### src/rtl/core/lca_pkg.sv
// lca_pkg: shared types, action codes and datapath commands for the
// binary lifting lca engine. No dependencies.
`default_nettype none

package lca_pkg;

    localparam int NODE_W = 10;
    localparam int LVL_W  = 4;
    localparam int ACT_W  = 2;

    typedef logic [NODE_W-1:0] node_t;
    typedef logic [LVL_W-1:0]  lvl_t;

    localparam logic [ACT_W-1:0] ACT_LOAD  = 2'd0;
    localparam logic [ACT_W-1:0] ACT_BUILD = 2'd1;
    localparam logic [ACT_W-1:0] ACT_QUERY = 2'd2;

    typedef enum logic [3:0] {
        OP_NOP,
        OP_CLEAR,
        OP_LOAD,
        OP_QCAPT,
        OP_RD_DA,
        OP_RD_DB,
        OP_SWAP,
        OP_L1_RD_ANC,
        OP_L1_RD_DEP,
        OP_L1_STEP,
        OP_P2_RD,
        OP_P2_STEP,
        OP_RES_A,
        OP_RES_ANC,
        OP_B_ISSUE
    } dp_op_t;

    typedef struct packed {
        dp_op_t op;
        node_t  node;
        lvl_t   level;
    } dp_cmd_t;

    typedef struct packed {
        logic  depth_ne;
        logic  a_eq_b;
        lvl_t  top_level;
        node_t last_node;
    } dp_stat_t;

    // highest node index that the tables hold
    function automatic node_t node_last(input int max_nodes);
        int lim;
        lim = (1 << NODE_W) - 1;
        return (max_nodes < lim) ? node_t'(max_nodes) : node_t'(lim);
    endfunction

endpackage

`default_nettype wire

### src/rtl/core/lca_ctrl.sv
// lca_ctrl: sequencer for clearing, load, table build and query, and the
// output word register flag. Uses lca_pkg; drives lca_datapath.
`default_nettype none

module lca_ctrl
    import lca_pkg::*;
#(
    parameter int MAX_NODES = 1023,
    parameter int LEVELS    = 10
)
(
    input  wire logic             clk,
    input  wire logic             rst_n,
    input  wire logic             in_valid,
    output logic                  in_stall,
    input  wire logic [ACT_W-1:0] action,
    output logic                  out_valid,
    input  wire logic             out_stall,
    input  wire dp_stat_t         stat,
    output dp_cmd_t               cmd
);

    localparam node_t NODE_LAST  = node_last(MAX_NODES);
    localparam lvl_t  LEVEL_LAST = lvl_t'(LEVELS - 1);

    typedef enum logic [3:0] {
        S_CLEAR,
        S_IDLE,
        S_QD0,
        S_QD1,
        S_QD2,
        S_L1_START,
        S_L1_D,
        S_L1_C,
        S_P2_START,
        S_P2_C,
        S_FIN,
        S_B_ISSUE,
        S_B_DRAIN0,
        S_B_DRAIN1
    } state_t;

    state_t state_reg, state_next;
    lvl_t   lvl_reg, lvl_next;
    node_t  node_reg, node_next;
    logic   out_valid_reg, out_valid_next;
    dp_op_t op;
    lvl_t   cmd_level, lvl_dec;
    logic   out_free;

    assign out_free = !out_valid_reg || !out_stall;
    assign lvl_dec  = (lvl_reg == '0) ? '0 : lvl_reg - lvl_t'(1);

    always_comb
    begin
        state_next     = state_reg;
        lvl_next       = lvl_reg;
        node_next      = node_reg;
        out_valid_next = out_valid_reg && out_stall;
        op             = OP_NOP;
        cmd_level      = lvl_reg;
        unique case (state_reg)
            S_CLEAR:
            begin
                op = OP_CLEAR;
                if (lvl_reg == LEVEL_LAST)
                begin
                    lvl_next = '0;
                    if (node_reg == NODE_LAST)
                    begin
                        state_next = S_IDLE;
                    end
                    else
                    begin
                        node_next = node_reg + node_t'(1);
                    end
                end
                else
                begin
                    lvl_next = lvl_reg + lvl_t'(1);
                end
            end
            S_IDLE:
            begin
                if (in_valid)
                begin
                    case (action)
                        ACT_LOAD:
                        begin
                            op = OP_LOAD;
                        end
                        ACT_QUERY:
                        begin
                            op         = OP_QCAPT;
                            state_next = S_QD0;
                        end
                        ACT_BUILD:
                        begin
                            if ((stat.top_level != '0) && (stat.last_node >= node_t'(2)))
                            begin
                                lvl_next   = lvl_t'(1);
                                node_next  = node_t'(2);
                                state_next = S_B_ISSUE;
                            end
                        end
                        default:
                        begin
                        end
                    endcase
                end
            end
            S_QD0:
            begin
                op         = OP_RD_DA;
                state_next = S_QD1;
            end
            S_QD1:
            begin
                op         = OP_RD_DB;
                state_next = S_QD2;
            end
            S_QD2:
            begin
                op = OP_SWAP;
                if (stat.depth_ne)
                begin
                    lvl_next   = stat.top_level;
                    state_next = S_L1_START;
                end
                else
                begin
                    state_next = S_P2_START;
                end
            end
            S_L1_START:
            begin
                op         = OP_L1_RD_ANC;
                state_next = S_L1_D;
            end
            S_L1_D:
            begin
                op         = OP_L1_RD_DEP;
                state_next = S_L1_C;
            end
            S_L1_C:
            begin
                op        = OP_L1_STEP;
                cmd_level = lvl_dec;
                if (lvl_reg == '0)
                begin
                    state_next = S_P2_START;
                end
                else
                begin
                    lvl_next   = lvl_dec;
                    state_next = S_L1_D;
                end
            end
            S_P2_START:
            begin
                if (stat.a_eq_b)
                begin
                    if (out_free)
                    begin
                        op             = OP_RES_A;
                        out_valid_next = 1'b1;
                        state_next     = S_IDLE;
                    end
                end
                else
                begin
                    op         = OP_P2_RD;
                    cmd_level  = stat.top_level;
                    lvl_next   = stat.top_level;
                    state_next = S_P2_C;
                end
            end
            S_P2_C:
            begin
                // at level 0 this also reads the parent that is returned
                op        = OP_P2_STEP;
                cmd_level = lvl_dec;
                if (lvl_reg == '0)
                begin
                    state_next = S_FIN;
                end
                else
                begin
                    lvl_next = lvl_dec;
                end
            end
            S_FIN:
            begin
                if (out_free)
                begin
                    op             = OP_RES_ANC;
                    out_valid_next = 1'b1;
                    state_next     = S_IDLE;
                end
            end
            S_B_ISSUE:
            begin
                op = OP_B_ISSUE;
                if (node_reg == stat.last_node)
                begin
                    state_next = S_B_DRAIN0;
                end
                else
                begin
                    node_next = node_reg + node_t'(1);
                end
            end
            S_B_DRAIN0:
            begin
                state_next = S_B_DRAIN1;
            end
            S_B_DRAIN1:
            begin
                // last write of this level lands at the end of this cycle
                if (lvl_reg == stat.top_level)
                begin
                    state_next = S_IDLE;
                end
                else
                begin
                    lvl_next   = lvl_reg + lvl_t'(1);
                    node_next  = node_t'(2);
                    state_next = S_B_ISSUE;
                end
            end
            default:
            begin
                state_next = S_CLEAR;
            end
        endcase
    end

    always_ff @(posedge clk or negedge rst_n)
    begin
        if (!rst_n)
        begin
            state_reg     <= S_CLEAR;
            lvl_reg       <= '0;
            node_reg      <= '0;
            out_valid_reg <= 1'b0;
        end
        else
        begin
            state_reg     <= state_next;
            lvl_reg       <= lvl_next;
            node_reg      <= node_next;
            out_valid_reg <= out_valid_next;
        end
    end

    assign in_stall  = state_reg != S_IDLE;
    assign out_valid = out_valid_reg;
    assign cmd.op    = op;
    assign cmd.node  = node_reg;
    assign cmd.level = cmd_level;

endmodule

`default_nettype wire
### config.mk
export PLATFORM = sky130hd
export DESIGN_NAME = lca_ctrl
export DESIGN_NICKNAME = d
export VERILOG_FILES = /design/src/rtl/core/lca_pkg.sv /design/src/rtl/core/lca_ctrl.sv
export SDC_FILE = /design/constraint.sdc
export NUM_CORES = 1
export LEC_CHECK = 0
export BUFFER_PORTS_ARGS = -buffer_cell sky130_fd_sc_hd__buf_2
export CAP_MARGIN = 20
export CORE_ASPECT_RATIO = 0.8
export CORE_MARGIN = 2
export CORE_UTILIZATION = 35
export CTS_CLUSTER_DIAMETER = 80
export DETAILED_ROUTE_END_ITERATION = 8
export GPL_TIMING_DRIVEN = 0
export PLACE_DENSITY_LB_ADDON = 0.1
export SETUP_SLACK_MARGIN = 0.15
export SYNTH_ARGS = -nofsm -noshare
export SYNTH_HDL_FRONTEND = slang
export SYNTH_SLANG_ARGS = --single-unit
### constraint.sdc
create_clock -name clk -period 5.4 [get_ports clk]
set_input_delay 1.35 -clock clk [delete_from_list [all_inputs] [get_ports clk]]
set_output_delay 1.35 -clock clk [all_outputs]
set_load 0.01 [all_outputs]
# Word level (Yosys, flattened, before mapping)
# Cells that the tools add are included.
classes:
  mux: 41
  order_cmp: 1
  eq_ne: 34
  n_reduce_logical: 15
  add_sub_neg: 3
ops:
  columns: ["cell", "n"]
  rows:
  - ["$mux 4", 23]
  - ["$mux 10", 7]
  - ["$pmux 4 s14", 1]
  - ["$pmux 4 s12", 1]
  - ["$pmux 10 s4", 1]
  - ["$eq 4x4->1 const B", 7]
  - ["$ne 2x2->1 const B", 12]
  - ["$pmux 4 s6", 1]
  - ["$eq 4x3->1 const B", 4]
  - ["$pmux 4 s2", 2]
  - ["$reduce_and 7->1", 2]
  - ["$add 10x1->10 const B", 1]
  - ["$eq 10x10->1", 1]
  - ["$eq 10x10->1 const B", 1]
  - ["$ge 10x2->1 const B", 1]
  - ["$eq 4x2->1 const B", 2]
  - ["$logic_not 4->1", 2]
  - ["$reduce_and 8->1", 1]
  - ["$reduce_bool 4->1", 2]
  - ["$reduce_bool 6->1", 1]
  - ["$add 4x1->4 const B", 1]
  - ["$eq 4x1->1 const B", 1]
  - ["$eq 4x4->1", 1]
  - ["$ne 4x1->1 const B", 1]
  - ["14 further kinds", 17]
word_totals:
  inputBits: 22
  regBits: 19
  output_inout_bits: 20
  wordCells: 98

# Longest topological paths before layout
depth:
  ltp_word: 6
  ltp_mapped: 10
  ltp_nobuf: 8

# Worst setup path after synthesis
# No wires, ideal clock.
synth_timing:
  kind: "in2out"
  startpoint: "in stat[14] (netlist bit)"
  endpoint: "out cmd[0] (netlist bit)"
  arrival_time_ns: 2.113
  t_required_ns: 4.050
  stages: 4
  path_buffers: 1
  slack_ns: 1.937
  path_cell_list: "clkbuf_1 > mux2i_1 > o32ai_1 > a21o_1"
synth_lines:
  columns: ["item", "line_no", "source"]
  rows:
  - ["start: declaration", "lca_ctrl.sv:19", "input wire dp_stat_t stat,"]
  - ["end: declaration", "lca_ctrl.sv:20", "output dp_cmd_t cmd"]

==> results.rst <==
.. list-table::
   :header-rows: 1

   * - Metric
     - Value
   * - Number of register bits inferred by synthesis
     - 19
   * - Launching point of the worst reg2reg path
     - lvl_reg[1]$_DFFE_PN0P_
   * - Kind of cell adding the most delay to the critical path
     - buffers and inverters
   * - Worst Path Arrival
     - 2.37 ns
   * - Worst hold path startpoint
     - node_reg[9]$_DFFE_PN0P_
   * - Number of buffers created by CTS
     - 3
   * - Final instance area
     - 0.002305 mm2
   * - FF-to-FF path depth
     - 9
   * - Synth area leader
     - dfrtp_1
   * - Routed Wire Length
     - 5.523 mm
   * - HPWL after DPL
     - 4.234 mm
   * - Full die area
     - 0.006224 mm2
   * - Data required time at the worst endpoint
     - 4.05 ns
   * - Site row count
     - 24
   * - Clock-pin slew reported for the worst setup and hold paths after clock tree synthesis
     - 0.07 ns
   * - Library cells used by synthesis
     - 55
   * - Count of port buffers added during placement
     - 40
   * - Number of setup violations in the final report
     - 0
   * - Leading cell type in the layout, fill and taps excluded
     - buf_2
   * - Filler Cell Count
     - 588
   * - Area after detailed placement
     - 0.002260 mm2
   * - Result of the run
     - complete, no violations
   * - Total negative slack
     - 0 ns
   * - Antenna violations before repair
     - 0
   * - Placeable core region
     - 0.005435 mm2
   * - Drt first pass iters
     - 4
   * - Startpoint kind of the worst setup timing path
     - input port
   * - Highest clock rate
     - 268.7 MHz
   * - Maximum net fanout on the critical path
     - 7
   * - Slew Limit Headroom
     - 57.64%
   * - WP buf/inv
     - 2
   * - Met1 Usage GRT
     - 29.22%
   * - Top post-synthesis cells by area
     - dfrtp_1 (24%), xor2_1 (5.8%), o31ai_1 (5.0%), nor2_1 (4.4%), mux2i_1 (4.1%)
   * - CP cell instances
     - clkbuf_1 > mux2i_1 > o22ai_1 > a21o_1 > buf_2
   * - Post-synthesis net count
     - 278
   * - Clock network latency to the later pin of the worst-skew pair
     - 0.25 ns
   * - GRT Max-Usage Layer
     - met1
   * - Reg2reg setup slack
     - 2.86 ns
   * - EDFF count, synth
     - 0
   * - Most instantiated flip-flop cell in the synthesis netlist
     - dfrtp_1
   * - Number of setup buffers added after CTS
     - 0
   * - DRC errors left
     - 0
   * - Synthesized area divided by synthesized cell count
     - 7.785 um2
   * - Worst hold path endpoint
     - node_reg[9]$_DFFE_PN0P_
   * - Leakage power of the design
     - 1.034 nW
   * - Max VDD drop
     - 0.2586 mV
   * - Number of sinks handled by clock tree synthesis
     - 19
   * - Critical path start-end classification
     - input port to output pin
   * - Overall global routing resource usage
     - 18.87%
   * - Die span in y
     - 70.97 um
   * - Routed length per instance
     - 14.77 um
   * - Global-route congestion overflow total
     - 0
   * - Worst slack, placed
     - 1.681 ns
   * - Commonest cells after routing, fill and taps aside
     - buf_2 (50), nor2_1 (23), dfrtp_1 (19)
   * - Post-route core utilization
     - 42.40%
   * - Initial standard-cell utilization of the core
     - 36.10%
   * - Antenna violation net count after detailed routing
     - 0
   * - Routed vias/inst
     - 5.393
   * - Maximum single-stage delay on the critical path
     - 0.35 ns
   * - Count of vias placed by the detailed router
     - 2017
   * - Pwr Total
     - 1.210 mW
   * - Post-route worst setup slack
     - 1.678 ns
   * - Number of cells produced by synthesis
     - 252
   * - Worst setup startpoint
     - stat[14]
   * - Syn Std Cell Area
     - 0.001962 mm2
   * - Final critical-path share of the clock period
     - 68.92%
   * - Number of nets in the finished design
     - 323
   * - Root cell of the clock tree
     - clkbuf_8
   * - Max-cap check violation count
     - 0
   * - Share of layout cells above drive strength 1
     - 22.64%
   * - Placer congestion estimate
     - 0.8816
   * - Area overhead of the layout relative to synthesis
     - 17.47%
   * - Count of hold-fix buffers inserted at cts
     - 0
   * - Vias in the first global route
     - 1875
   * - Final min period
     - 3.722 ns
   * - Number of flip-flops in the largest register
     - 10
   * - Number of H-tree branching levels
     - 1
   * - First-pass GRT wire length
     - 9.411 mm
   * - Final Hold Fails
     - 0
   * - Die boundary width
     - 87.71 um
   * - Share of the yosys chip area belonging to registers
     - 24.23%
   * - FF-to-FF End
     - state_reg[3]$_DFFE_PN0P_
   * - Unrepaired setup endpoints after global routing
     - no
   * - Met2 capacity usage during global routing
     - 28.20%
   * - Post-synth top area share
     - 24.23%
   * - Number of instances on the worst hold path
     - 1
   * - CTS Buffer Depth
     - 2
   * - Fraction of registers with async set/reset
     - 100.0%
   * - Largest net degree at the start of global routing
     - 20
   * - Worst min-delay path class
     - register to register
   * - Final max-slew violation count
     - 0
   * - Final clock skew
     - 0.004080 ns
   * - Slew of the pin with the lowest slew margin
     - 0.6354 ns
   * - Total number of yosys warnings
     - 0
   * - Met3 demand-to-capacity share in global routing
     - 3.267%
   * - Number of diodes added for antenna fixing
     - 0
   * - Number of I/O pins
     - 42
   * - Number of gates resized after CTS
     - 0
   * - Iteration-0 DRC count of the detailed router
     - 137
   * - Power density over the cells
     - 525.0 mW/mm2
   * - Kind of end point of the critical path
     - output pin
   * - Slowest cell on the critical path
     - clkbuf_1
   * - TritonCTS clock tree
     - built
==> layout make-up <==
type	instances	area, um2	share of cell area (%)
Tap cell	78	97.59	4.235
Inverter	8	30.03	1.303
Clock buffer	4	45.04	1.954
Timing Repair Buffer	40	200.2	8.686
Multi-Input combinational cell	204	1346	58.41
Sequential cell	19	475.5	20.63
Buffer	21	110.1	4.777
==> worst max-delay path by stage <==
stage / cells past startpoint / end / slack (ns)
after detailed placement: 5 / cmd[3] / 1.68
after floorplan: 4 / cmd[0] / 1.94
after CTS: 5 / cmd[3] / 1.68
after global routing: 5 / cmd[0] / 1.60
after global placement: 5 / cmd[0] / 1.71
final: 5 / cmd[3] / 1.68
==> through the flow <==
stage                     hold slack [ns]  std cells
after floorplan                    0.5775        252
after global placement             0.5756        370
after detailed placement           0.5717        370
after CTS                          0.5889        374
after global routing               0.6195        374
final                              0.5880        374
==> cells by family (layout without fill, tap and decap cells) <==
family | Yosys count | in the layout | synth area share, %
adder cells (fa/ha/maj) | 4 | 4 | 2.551
AND/OR/NAND/NOR | 92 | 92 | 24.75
multiplexers | 9 | 9 | 4.656
AO/OA/AOI/OAI | 83 | 83 | 29.53
XOR/XNOR | 16 | 16 | 7.143
flip-flops | 19 | 19 | 24.23
buffers and inverters | 29 | 73 | 7.143
==> Yosys cell counts (5+ instances only) <==
cell type and instances:
xor2_1 13, o21ai_1 7, nand3_1 8, nor2_1 23, inv_1 7, nand2b_1 6, and3_1 5, buf_2 10
o21ai_0 9, a31oi_1 7, nor4_1 6, o31ai_1 13, nand2_1 17, nor2b_1 6, dfrtp_1 19, mux2i_1 8
a21oi_1 12, clkbuf_1 5
==> power by group <==
group / switching [mW] / internal [mW]
combinational: 0.527 / 0.350
clock: 0.0467 / 0.0524
sequential: 0.0432 / 0.190
total: 0.617 / 0.593
==> per-layer routing <==
metal,share of wire [%],up-vias,wire (um)
met5,0,-,0
met4,0.33,0,18
met3,2.2,2,123
met2,44,17,2452
met1,53,979,2929
li1,-,1019,-
No activity file was read; power rests on OpenSTA's default activity.
